===== src/rtl/prle_pkg.sv =====
`timescale 1ns / 1ps
// Shared types, constants and unit-width helpers for the PackBits packer.
package prle_pkg;

   // Width of the buffer fill counter; holds a full literal plus a capped run.
   localparam int FILL_W = 8;

   // Repeat length that turns buffered literals into a run, and the run cap.
   localparam int MIN_RUN = 6;
   localparam int MAX_RUN = 128;

   typedef enum logic [1:0] {
      USZ_8  = 2'd0,
      USZ_16 = 2'd1,
      USZ_32 = 2'd2
   } prle_usize_type;

   typedef enum logic [5:0] {
      ST_IDLE = 6'b000001,
      ST_EVAL = 6'b000010,
      ST_HDR  = 6'b000100,
      ST_RUNV = 6'b001000,
      ST_LIT  = 6'b010000,
      ST_POST = 6'b100000
   } prle_state_type;

   // Controller to datapath.
   typedef struct packed {
      logic take;       // latch the accepted request
      logic eval;       // apply the packing decision for the latched unit
      logic post;       // deferred buffer restart and end-of-row flush set-up
      logic emit_hdr;   // send the packet header
      logic emit_runv;  // send the repeated unit of a run
      logic emit_lit;   // send the next buffered literal unit
      logic last;       // the unit sent now closes the row
   } prle_cmd_type;

   // Datapath to controller.
   typedef struct packed {
      logic out_ready;  // output register can take a unit this cycle
      logic ev_pkt;     // the latched unit closes a packet
      logic pkt_run;    // the loaded packet is a run
      logic lit_more;   // more literal units follow the one being sent
      logic end_item;   // the latched unit ends the row
   } prle_status_type;

   function automatic logic [31:0] unit_mask(input logic [1:0] size);
      logic [31:0] m;
      unique case (size)
         USZ_8:   m = 32'h0000_00FF;
         USZ_16:  m = 32'h0000_FFFF;
         default: m = 32'hFFFF_FFFF;
      endcase
      return m;
   endfunction

   function automatic logic [2:0] unit_bytes(input logic [1:0] size);
      logic [2:0] b;
      unique case (size)
         USZ_8:   b = 3'd1;
         USZ_16:  b = 3'd2;
         default: b = 3'd4;
      endcase
      return b;
   endfunction

endpackage


===== src/rtl/prle_ctrl.sv =====
`timescale 1ns / 1ps
// Sequencing state machine of the PackBits packer.
module prle_ctrl (
   input  logic                      clock,
   input  logic                      reset,
   input  logic                      req_valid,
   output logic                      req_stall,
   input  prle_pkg::prle_status_type status,
   output prle_pkg::prle_cmd_type    cmd
);

   prle_pkg::prle_state_type state_ff, state_in;
   logic                     phase_ff, phase_in;   // high while the end-of-row packet drains

   always_ff @(posedge clock) begin
      if (reset) begin
         state_ff <= prle_pkg::ST_IDLE;
         phase_ff <= 1'b0;
      end else begin
         state_ff <= state_in;
         phase_ff <= phase_in;
      end
   end

   assign req_stall = (state_ff != prle_pkg::ST_IDLE);

   always_comb begin
      state_in = state_ff;
      phase_in = phase_ff;
      cmd      = '0;
      unique case (state_ff)
         prle_pkg::ST_IDLE: begin
            phase_in = 1'b0;
            if (req_valid) begin
               cmd.take = 1'b1;
               state_in = prle_pkg::ST_EVAL;
            end
         end
         prle_pkg::ST_EVAL: begin
            cmd.eval = 1'b1;
            if (status.ev_pkt) begin
               state_in = prle_pkg::ST_HDR;
            end else if (status.end_item) begin
               state_in = prle_pkg::ST_POST;
            end else begin
               state_in = prle_pkg::ST_IDLE;
            end
         end
         prle_pkg::ST_HDR: begin
            if (status.out_ready) begin
               cmd.emit_hdr = 1'b1;
               state_in = status.pkt_run ? prle_pkg::ST_RUNV : prle_pkg::ST_LIT;
            end
         end
         prle_pkg::ST_RUNV: begin
            if (status.out_ready) begin
               cmd.emit_runv = 1'b1;
               cmd.last      = phase_ff;
               state_in      = phase_ff ? prle_pkg::ST_IDLE : prle_pkg::ST_POST;
            end
         end
         prle_pkg::ST_LIT: begin
            if (status.out_ready) begin
               cmd.emit_lit = 1'b1;
               cmd.last     = phase_ff && !status.lit_more;
               if (!status.lit_more) begin
                  state_in = phase_ff ? prle_pkg::ST_IDLE : prle_pkg::ST_POST;
               end
            end
         end
         prle_pkg::ST_POST: begin
            cmd.post = 1'b1;
            if (status.end_item) begin
               phase_in = 1'b1;
               state_in = prle_pkg::ST_HDR;
            end else begin
               state_in = prle_pkg::ST_IDLE;
            end
         end
         default: begin
            state_in = prle_pkg::ST_IDLE;
            phase_in = 1'b0;
         end
      endcase
   end

endmodule


===== src/rtl/prle_datapath.sv =====
`timescale 1ns / 1ps
// Packing state, literal buffer memory and output register of the PackBits packer.
module prle_datapath #(
   parameter int MAX_LITERAL = 32
) (
   input  logic                      clock,
   input  logic                      reset,
   input  logic [31:0]               req_unit_value,
   input  logic                      req_row_end,
   input  logic                      csr_write_enable,
   input  logic [1:0]                csr_unit_size,
   input  logic                      rsp_stall,
   output logic                      rsp_valid,
   output logic [31:0]               rsp_packed_unit,
   output logic                      rsp_packed_last,
   output logic [15:0]               rsp_packed_bytes,
   input  prle_pkg::prle_cmd_type    cmd,
   output prle_pkg::prle_status_type status
);

   localparam int DEPTH = MAX_LITERAL + 1;
   localparam int AW    = $clog2(DEPTH);
   localparam int FW    = prle_pkg::FILL_W;

   logic [1:0]    unit_size_ff;
   logic [31:0]   cur_ff;
   logic          end_ff;
   logic [FW-1:0] fill_ff, fill_in;
   logic [AW-1:0] rb_ff, rb_in;
   logic          in_run_ff, in_run_in;
   logic [31:0]   prev_ff;
   logic          row_start_ff;
   logic [15:0]   total_ff;
   logic          pend_ff;
   logic [FW-1:0] pkt_cnt_ff;
   logic          pkt_run_ff;
   logic [31:0]   pkt_val_ff;
   logic [AW-1:0] idx_ff;
   logic [31:0]   rd_q_ff;
   logic          rsp_valid_ff;
   logic [31:0]   rsp_unit_ff;
   logic          rsp_last_ff;
   logic [15:0]   rsp_bytes_ff;

   logic [31:0]   store_mem [DEPTH];

   // Packing decision for the latched unit.
   logic [FW-1:0] fill_inc, run_len, ev_cnt;
   logic          same, ev_pkt, ev_run, ev_we, ev_pend;
   logic [AW-1:0] ev_waddr;

   assign fill_inc = fill_ff + FW'(1);
   assign run_len  = fill_inc - FW'(rb_ff);
   assign same     = (cur_ff == prev_ff);

   always_comb begin
      ev_pkt    = 1'b0;
      ev_run    = 1'b0;
      ev_cnt    = fill_ff;
      ev_we     = 1'b0;
      ev_waddr  = '0;
      ev_pend   = 1'b0;
      fill_in   = fill_inc;
      rb_in     = rb_ff;
      in_run_in = in_run_ff;
      if (row_start_ff) begin
         fill_in   = FW'(1);
         rb_in     = '0;
         in_run_in = 1'b0;
         ev_we     = 1'b1;
      end else if (!in_run_ff) begin
         ev_we    = (fill_ff < FW'(DEPTH));
         ev_waddr = fill_ff[AW-1:0];
         if (fill_inc > FW'(MAX_LITERAL)) begin
            // buffer full: flush it, restart once the flush has read it
            ev_pkt    = 1'b1;
            ev_cnt    = fill_ff;
            fill_in   = FW'(1);
            rb_in     = '0;
            in_run_in = 1'b0;
            ev_pend   = 1'b1;
         end else if (same) begin
            if (run_len >= FW'(prle_pkg::MIN_RUN)) begin
               in_run_in = 1'b1;
               if (rb_ff != '0) begin
                  ev_pkt = 1'b1;
                  ev_cnt = FW'(rb_ff);
               end
            end else if (rb_ff == '0) begin
               in_run_in = 1'b1;
            end
         end else begin
            rb_in = fill_ff[AW-1:0];
         end
      end else begin
         if (!same || run_len > FW'(prle_pkg::MAX_RUN)) begin
            ev_pkt    = 1'b1;
            ev_run    = 1'b1;
            ev_cnt    = fill_ff - FW'(rb_ff);
            fill_in   = FW'(1);
            rb_in     = '0;
            in_run_in = 1'b0;
            ev_we     = 1'b1;
         end
      end
   end

   // Emission.
   logic          out_ready, emit, lit_more, rd_en, mem_we;
   logic [AW-1:0] rd_addr, mem_waddr;
   logic [31:0]   cnt_m1, hdr_val, emit_raw, emit_val, mask;
   logic [16:0]   total_sum;
   logic [15:0]   total_sat;

   assign mask      = prle_pkg::unit_mask(unit_size_ff);
   assign out_ready = !rsp_valid_ff || !rsp_stall;
   assign emit      = cmd.emit_hdr || cmd.emit_runv || cmd.emit_lit;
   assign lit_more  = (FW'(idx_ff) + FW'(1)) < pkt_cnt_ff;
   assign rd_en     = (cmd.emit_hdr && !pkt_run_ff) || (cmd.emit_lit && lit_more);
   assign rd_addr   = cmd.emit_hdr ? '0 : AW'(idx_ff + 1'b1);
   assign mem_we    = (cmd.eval && ev_we) || (cmd.post && pend_ff);
   assign mem_waddr = cmd.eval ? ev_waddr : '0;

   assign cnt_m1  = 32'(pkt_cnt_ff) - 32'd1;
   assign hdr_val = pkt_run_ff ? (32'd0 - cnt_m1) : cnt_m1;

   always_comb begin
      if (cmd.emit_hdr) begin
         emit_raw = hdr_val;
      end else if (cmd.emit_runv) begin
         emit_raw = pkt_val_ff;
      end else begin
         emit_raw = rd_q_ff;
      end
   end

   assign emit_val  = emit_raw & mask;
   assign total_sum = {1'b0, total_ff} + 17'(prle_pkg::unit_bytes(unit_size_ff));
   assign total_sat = total_sum[16] ? 16'hFFFF : total_sum[15:0];

   always_ff @(posedge clock) begin
      if (mem_we) begin
         store_mem[mem_waddr] <= cur_ff;
      end
      if (rd_en) begin
         rd_q_ff <= store_mem[rd_addr];
         idx_ff  <= rd_addr;
      end
   end

   always_ff @(posedge clock) begin
      if (reset) begin
         unit_size_ff <= 2'd0;
         fill_ff      <= '0;
         rb_ff        <= '0;
         in_run_ff    <= 1'b0;
         prev_ff      <= '0;
         row_start_ff <= 1'b1;
         total_ff     <= '0;
         pend_ff      <= 1'b0;
         rsp_valid_ff <= 1'b0;
      end else begin
         if (csr_write_enable) begin
            unit_size_ff <= csr_unit_size;
         end
         if (cmd.eval) begin
            fill_ff      <= fill_in;
            rb_ff        <= rb_in;
            in_run_ff    <= in_run_in;
            prev_ff      <= cur_ff;
            row_start_ff <= 1'b0;
            pend_ff      <= ev_pend;
            if (row_start_ff) begin
               total_ff <= '0;
            end
         end
         if (cmd.post) begin
            pend_ff <= 1'b0;
            if (end_ff) begin
               row_start_ff <= 1'b1;
               in_run_ff    <= 1'b0;
               fill_ff      <= '0;
               rb_ff        <= '0;
            end
         end
         if (emit) begin
            total_ff     <= total_sat;
            rsp_valid_ff <= 1'b1;
         end else if (!rsp_stall) begin
            rsp_valid_ff <= 1'b0;
         end
      end
   end

   always_ff @(posedge clock) begin
      if (cmd.take) begin
         cur_ff <= req_unit_value & mask;
         end_ff <= req_row_end;
      end
      if (cmd.eval && ev_pkt) begin
         pkt_cnt_ff <= ev_cnt;
         pkt_run_ff <= ev_run;
         pkt_val_ff <= prev_ff;
      end else if (cmd.post && end_ff) begin
         pkt_cnt_ff <= in_run_ff ? (fill_ff - FW'(rb_ff)) : fill_ff;
         pkt_run_ff <= in_run_ff;
         pkt_val_ff <= prev_ff;
      end
      if (emit) begin
         rsp_unit_ff  <= emit_val;
         rsp_last_ff  <= cmd.last;
         rsp_bytes_ff <= cmd.last ? total_sat : 16'd0;
      end
   end

   assign rsp_valid        = rsp_valid_ff;
   assign rsp_packed_unit  = rsp_unit_ff;
   assign rsp_packed_last  = rsp_last_ff;
   assign rsp_packed_bytes = rsp_bytes_ff;

   assign status.out_ready = out_ready;
   assign status.ev_pkt    = ev_pkt;
   assign status.pkt_run   = pkt_run_ff;
   assign status.lit_more  = lit_more;
   assign status.end_item  = end_ff;

endmodule


===== src/rtl/packbits_rle_packer.sv =====
`timescale 1ns / 1ps
// PackBits run-length packer: top level joining the controller and the datapath.
// Sequence: a request is taken in IDLE and decided in EVAL the cycle after; a packet it closes
//   is sent from HDR (header) and RUNV or LIT (data), the row-end flush going through POST first.
// A new request is held off by req_stall until the current one is back in IDLE; a request that
//   sends packets also passes POST to close out, and output stalls hold HDR, RUNV and LIT.
// Reset: synchronous, active high; clears control state, selects 8-bit units, buffer kept.
module packbits_rle_packer #(
   parameter int MAX_LITERAL = 32
) (
   input  logic        clock,
   input  logic        reset,
   // request channel
   input  logic        req_valid,
   output logic        req_stall,
   input  logic [31:0] req_unit_value,
   input  logic        req_row_end,
   // result channel
   output logic        rsp_valid,
   input  logic        rsp_stall,
   output logic [31:0] rsp_packed_unit,
   output logic        rsp_packed_last,
   output logic [15:0] rsp_packed_bytes,
   // unit size register
   input  logic        csr_write_enable,
   input  logic [1:0]  csr_unit_size
);

   // The controller walks each request through decide, header, data and close-out
   // steps; the datapath holds the buffer state and does the arithmetic. They talk
   // only over these two bundles.
   prle_pkg::prle_cmd_type    cmd;
   prle_pkg::prle_status_type status;

   // Sequencer: hold off new requests until every unit of the current one has
   // reached the output register, which then drains on its own.
   prle_ctrl u_ctrl (
      .clock     (clock),
      .reset     (reset),
      .req_valid (req_valid),
      .req_stall (req_stall),
      .status    (status),
      .cmd       (cmd)
   );

   // Datapath: literal buffer memory with registered read, fill and repeat
   // tracking, header formation, byte total and the output register that parts
   // the result channel from the sequencer.
   prle_datapath #(
      .MAX_LITERAL (MAX_LITERAL)
   ) u_datapath (
      .clock            (clock),
      .reset            (reset),
      .req_unit_value   (req_unit_value),
      .req_row_end      (req_row_end),
      .csr_write_enable (csr_write_enable),
      .csr_unit_size    (csr_unit_size),
      .rsp_stall        (rsp_stall),
      .rsp_valid        (rsp_valid),
      .rsp_packed_unit  (rsp_packed_unit),
      .rsp_packed_last  (rsp_packed_last),
      .rsp_packed_bytes (rsp_packed_bytes),
      .cmd              (cmd),
      .status           (status)
   );

endmodule


===== config.mk =====
export PLATFORM = sky130hd
export DESIGN_NAME = packbits_rle_packer
export DESIGN_NICKNAME = d
export VERILOG_FILES = /design/src/rtl/prle_pkg.sv /design/src/rtl/prle_ctrl.sv /design/src/rtl/prle_datapath.sv /design/src/rtl/packbits_rle_packer.sv
export SDC_FILE = /design/constraint.sdc
export NUM_CORES = 2
export LEC_CHECK = 0
export BUFFER_PORTS_ARGS = -buffer_cell sky130_fd_sc_hd__buf_2
export CORE_MARGIN = 2
export CORE_UTILIZATION = 45
export CTS_BUF_LIST = sky130_fd_sc_hd__clkbuf_8
export DETAILED_ROUTE_END_ITERATION = 8
export PLACE_DENSITY = 0.74
export SLEW_MARGIN = 0
export SYNTH_ARGS = -nofsm -noshare
export SYNTH_HDL_FRONTEND = slang
export SYNTH_SLANG_ARGS = --single-unit
export TNS_END_PERCENT = 30

===== constraint.sdc =====
create_clock -name clock -period 5.3 [get_ports clock]
set_input_delay 0.53 -clock clock [delete_from_list [all_inputs] [get_ports clock]]
set_output_delay 0.53 -clock clock [all_outputs]
set_load 0.02 [all_outputs]

# [Word-level counts from Yosys, hierarchy flattened]
# Memories as Yosys holds them, arrays and structs flattened. A register that Yosys moved wholly into a read port is not among the register bits.
# Index checks and enable logic that the tools add are counted.
[totals] elab_cells=179 inputBits=40 mem_bits_rw=1056 n_memories=1 out_inout_bits=51 regBits=204
[mem_list] name="u_datapath.store_mem" words=33 width=32 rd=1 rd_clocked_by_memory_dff=1 wr=1 line_no="prle_datapath.sv:45" rtl="logic [31:0] store_mem [DEPTH];"
[op_classes] reduce_logical=29 bitwise_logic=3 n_eq_ne=16 addsub=8 magnitude_cmp=5 mux=97
[ops] cell="$mux W32" n=5
[ops] cell="$mux W8" n=17
[ops] cell="$mux W6" n=20
[ops] cell="$and A32 B32 Y32" n=2
[ops] cell="$mux W16" n=4
[ops] cell="$pmux W32 S2" n=1
[ops] cell="$mux W1" n=43
[ops] cell="$pmux W6 S6" n=1
[ops] cell="$eq A32 B32 Y1" n=1
[ops] cell="$sub A1 B32 Y32 const A" n=1
[ops] cell="$add A16 B3 Y17" n=1
[ops] cell="$sub A8 B6 Y8" n=2
[ops] cell="$ne A2 B1 Y1 const B" n=5
[ops] cell="$sub A8 B1 Y9 const B" n=1
[ops] cell="$add A8 B1 Y8 const B" n=1
[ops] cell="$ge A8 B3 Y1 const B" n=1
[ops] cell="$gt A8 B6 Y1 const B" n=1
[ops] cell="$gt A8 B8 Y1 const B" n=1
[ops] cell="$lt A8 B6 Y1 const B" n=1
[ops] cell="$lt A8 B8 Y1" n=1
[ops] cell="$add A6 B1 Y7 const B" n=1
[ops] cell="$logic_and A1 B1 Y1" n=7
[ops] cell="$add A6 B1 Y6 const B" n=1
[ops] cell="$eq A6 B1 Y1 const B" n=1
[ops] cell="other kinds (24)" n=38

# [Logic depth before layout (Yosys ltp)]
[depth] depth_word=11 depth_mapped=16 ltp_nobuf=13

# [Modules after synthesis]
# From an unflattened synthesis, not the netlist that was laid out.
[unflattened] hier_cells=3030 area_unflattened_um2=52520.4
[modules_own_cells] module="prle_datapath" area_each_um2=51987.4 instances=1 cells_each=2961 seq_area_each_um2=37906.4
[modules_own_cells] module="prle_ctrl" area_each_um2=533.0 instances=1 cells_each=69 seq_area_each_um2=140.1

# [Worst setup path after synthesis]
# No wires, ideal clock.
[synth_path] path_type="register to register" startpoint="register u_datapath.fill_ff[0]" endpoint="memory u_datapath.store_mem[4][0] (enable)" slack_ps=337 setup_time_ps=421 synth_period_minus_slack_ps=4963 path_stages_with_launch=14 n_path_buf=1 t_arrival_ps=4542 t_required_ps=4879 cell_sequence="dfxtp_1 -> clkbuf_1 -> inv_1 -> ha_1 -> fa_1 -> a211oi_1 -> o31ai_1 -> xnor3_1 -> o21a_1 -> a311o_1 -> a21bo_2 -> a21oi_1 -> o21ai_1 -> nor2_1"
[synth_between] elab_chain_cells=11 word_cells_on_any_way=15 classes_between="add/sub (2); order compare (2); mux (8); reduce/logical (3)"
[synth_lines] element="start: declaration" line_no="prle_datapath.sv:28" rtl="logic [FW-1:0] fill_ff, fill_in;"
[synth_lines] element="start signal: assignment" line_no="prle_datapath.sv:167" rtl="fill_ff <= fill_in;"
[synth_lines] element="$add A8 B1 Y8" line_no="prle_datapath.sv:52" rtl="assign fill_inc = fill_ff + FW'(1);"
[synth_lines] element="$sub A8 B6 Y8" line_no="prle_datapath.sv:53" rtl="assign run_len = fill_inc - FW'(rb_ff);"
[synth_lines] element="$gt A8 B8 Y1" line_no="prle_datapath.sv:96" rtl="if (!same || run_len > FW'(prle_pkg::MAX_RUN)) begin"
[synth_lines] element="$logic_or A1 B1 Y1" line_no="prle_datapath.sv:96"
[synth_lines] element="$mux W1" line_no="prle_datapath.sv:96"
[synth_lines] element="$mux W1" line_no="prle_datapath.sv:71" rtl="end else if (!in_run_ff) begin"
[synth_lines] element="$mux W1" line_no="prle_datapath.sv:66" rtl="if (row_start_ff) begin"
[synth_lines] element="$logic_and A1 B1 Y1" line_no="prle_datapath.sv:121" rtl="assign mem_we = (cmd.eval && ev_we) || (cmd.post && pend_ff);"
[synth_lines] element="$logic_or A1 B1 Y1" line_no="prle_datapath.sv:121"
[synth_lines] element="$mux W1" line_no="prle_datapath.sv:142" rtl="if (mem_we) begin"
[synth_lines] element="$mux W1 (not written as such)" line_no="prle_datapath.sv:143" rtl="store_mem[mem_waddr] <= cur_ff;"
[synth_lines] element="end: declaration" line_no="prle_datapath.sv:45"
# Parallel ways exist; a longest one is shown, timed or not.

# [Worst setup path after layout]
[layout_path] startpoint="register u_datapath.fill_ff[1]" endpoint="memory u_datapath.store_mem[4][28] (enable)"
# Same word-level chain as after synthesis.

==> results.tsv <==
metric	value	unit
nets	4093	
Worst setup EP type	flip-flop	
post-route ant nets	0	
static leakage	19.4	nW
Clock Power Share	38.7	%
Pint	15.0	mW
Final Hold Violating Endpoints	0	
FMAX	205	MHz
vias in the first global route	33200	
largest net degree at the start of global routing	182	
grt ovf	0	
Site Rows	125	
worst-path maximum fanout	32	
EDFF count, synth	1217	
VDD IR max	0.256	mV
DP HPWL	80600	µm
slowest CP cell	nor2_4	
Worst Tran Pin Value	1.32	ns
fill count	9393	
Core ar.	0.116	mm²
first-pass GRT wire length	205000	µm
Avg Cell Area, Syn	13.7	µm²
startpoint types	flip-flop	
CTS tree	yes	
Cell Area, Synth	0.0524	mm²
final non-filler cell total	5699	
Critical Path RT	5.78	ns
critical path class	flip-flop to flip-flop	
sequential element share of the synthesized area	72.5	%
setup_tns	0	ns
die width	345	µm
Initial Util	45.3	%
Final Slew Violations	0	
Clock Latency Late Sink	0.89	ns
final WL	136000	µm
initial antenna violation count	2	
Switching Power	4.20	mW
Ports	91	
H-tree depth	4	
clk buf depth	3	
fraction of layout cells with a size suffix above 1	12.9	%
DRT Pass-1 Iters	6	
Max stage delay on crit path	0.94	ns
CTS resizes	0	
Synth Instances	3827	
crit share post-route	92.1	%
top_reg_cell synth	edfxtp_1	
ys async rst share	0	%
synth warn	0	
status	complete, no violations	
Via density	6.10	
Max Cap Viol	0	
FF+latch count, synth	1292	
DIE AREA	0.119	mm²
GP Congestion	0.899	
clock sink count	1292	
input/output buffers	90	
height of the die	345	µm
RSZ-0062 raised after global routing	false	
synthesized net count	3905	
overall power	19.2	mW
Root Buffer Master	clkbuf_8	
Slew headroom	12.3	%
routed vias	34753	
PwrDens	325	mW/mm²
Post-route DRC	0	
Finish-stage setup viols	0	
Avg WL per Cell	23.9	µm
Clock Skew	0.0556	ns
DRT iter0 DRCs	5089	
Logic pwr share	2.4	%
placed cell count	5313	
Worst EP arrival	5.37	ns
sequential power share	58.9	%
Clock transition at path regs	0.07	ns
Finished Core Util	51.0	%
worst-path cell chain	nand3_2 > nor2_1 > xor2_1 > ha_1 > nand2_1 > o31ai_1 > xnor3_1 > o21a_1 > a311o_1 > a21bo_2 > a21oi_1 > o21ai_2 > nor2_4	
switch share	21.9	%
Tot GR Track Use	22.3	%
CTS buffer count	188	
hold crit path type	primary input to flip-flop	
area delta synth->final	12.7	%
fin crit period	4.88	ns
Yosys cell types	71	
[cell families after synthesis]
| family | synth area share, % |
|---|---|
| flops | 72.5 |
| simple gates | 10.5 |
| compound gates | 12.0 |
| buf+inv | 2.32 |
| xor+xnor | 1.21 |
| fa+ha+maj | 0.950 |
| mux | 0.513 |
[synth_stat cells (25+ instances only)]
master,number,area (µm²)
edfxtp_1,1217,36500
nand2_1,606,2270
o221ai_1,222,1940
clkbuf_1,199,747
nand3_1,192,961
a21oi_1,174,871
nor2_1,141,529
a31oi_1,103,644
nor2b_1,82,513
o21ai_0,81,405
dfxtp_1,75,1500
a211oi_1,70,526
o22ai_1,64,400
and3_1,54,338
a311oi_1,45,394
nor3_1,43,215
xor2_1,43,377
buf_2,38,190
ha_1,35,438
inv_1,33,124
xnor2_1,27,236
buf_1,26,97.6
and2_1,25,156
[registers in the layout, summed over array words and instances, names as in the netlist, 2 cells and up]
| signal | cells |
|---|---|
| u_datapath.total_ff | 16 |
| u_datapath.rb_ff | 6 |
| u_datapath.pkt_cnt_ff | 8 |
| u_datapath.prev_ff | 32 |
| u_datapath.pkt_val_ff | 32 |
| u_datapath.cur_ff | 32 |
| u_datapath.unit_size_ff | 2 |
| u_datapath.rsp_packed_bytes | 16 |
| u_datapath.rd_q_ff | 32 |
| u_datapath.store_mem | 1056 |
| u_datapath.fill_ff | 8 |
| u_datapath.idx_ff | 6 |
| u_ctrl.state_ff | 6 |
| u_datapath.rsp_packed_unit | 32 |
[layout make-up]
cell class	instances	area, µm²	area share [%]
diodes	3	7.51	0.0127
clock inverters	154	838	1.42
well taps	1524	1910	3.23
inverters	38	155	0.263
flip-flops and latches	1292	38000	64.4
repair buffers	266	2020	3.43
clock buffers	193	2660	4.49
multi-input cells	2229	13500	22.8
[cell usage in the layout (no fill, tap or decap), types with 45 or more instances in the layout]
cell	n
buf_4	127
nor2_1	106
inv_1	107
and3_1	53
a311oi_1	45
o21ai_0	81
edfxtp_1	1217
a21oi_1	174
dfxtp_1	75
clkbuf_8	193
nand3_1	191
a31oi_1	103
o221ai_1	222
nand2_1	605
o22ai_1	64
a211oi_1	70
buf_2	90
nor2b_1	82
[final timing paths]
path                                        startpoint                          end  slack [ns]  cells after the start
worst min-delay path                req_unit_value[12]        u_datapath.cur_ff[12]        0.05                      2
worst max-delay path             u_datapath.fill_ff[1]  u_datapath.store_mem[4][28]        0.42                     13
worst min register to register  u_datapath.prev_ff[21]    u_datapath.pkt_val_ff[21]        0.45                      0
worst max register to register   u_datapath.fill_ff[1]  u_datapath.store_mem[4][28]        0.42                     13
[through the flow]
| step | worst slack [ns] | area (µm²) | hold WS [ns] |
|---|---|---|---|
| floorplan | 0.337 | 52400 | 0.436 |
| global placement | 0.417 | 55200 | 0.443 |
| detailed placement | 0.408 | 55200 | 0.461 |
| CTS | 0.398 | 59100 | 0.00580 |
| global route | 0.0624 | 59100 | 0.0702 |
| finish | 0.417 | 59100 | 0.0507 |
[metal layers]
layer / track usage (%) / wire length, µm / vias up
met4: 9.38 / 4860 / 0
met1: 31.1 / 53800 / 17207
li1: - / - / 15209
met2: 35.0 / 63900 / 2060
met3: 3.52 / 13700 / 277
met5: 0 / 0 / -
[power groups by stage]
stage | clock [mW] | sequential [mW] | combinational (mW)
finish | 7.44 | 11.3 | 0.469
global route | 7.94 | 11.3 | 0.500
CTS | 7.51 | 11.3 | 0.462
detailed placement | 0 | 11.5 | 0.441
global placement | 0 | 11.5 | 0.430
floorplan | 0 | 11.6 | 0.110
[critical path: cells and delay by family (launching register included)]
kind	cells	cell delay (ns)
xor gates and xnor gates	2	0.43
adders and majority gates	1	0.37
and+or+nand+nor	4	1.54
DFF	1	0.56
AOI/OAI and AO/OA	6	1.54
[repair_timing]
item | in CTS | in global routing
endpoints found under the hold margin | 34 | 0
hold buffers | 36 | 0
setup buffers | 0 | 0
No activity file was read; power rests on OpenSTA's default activity.
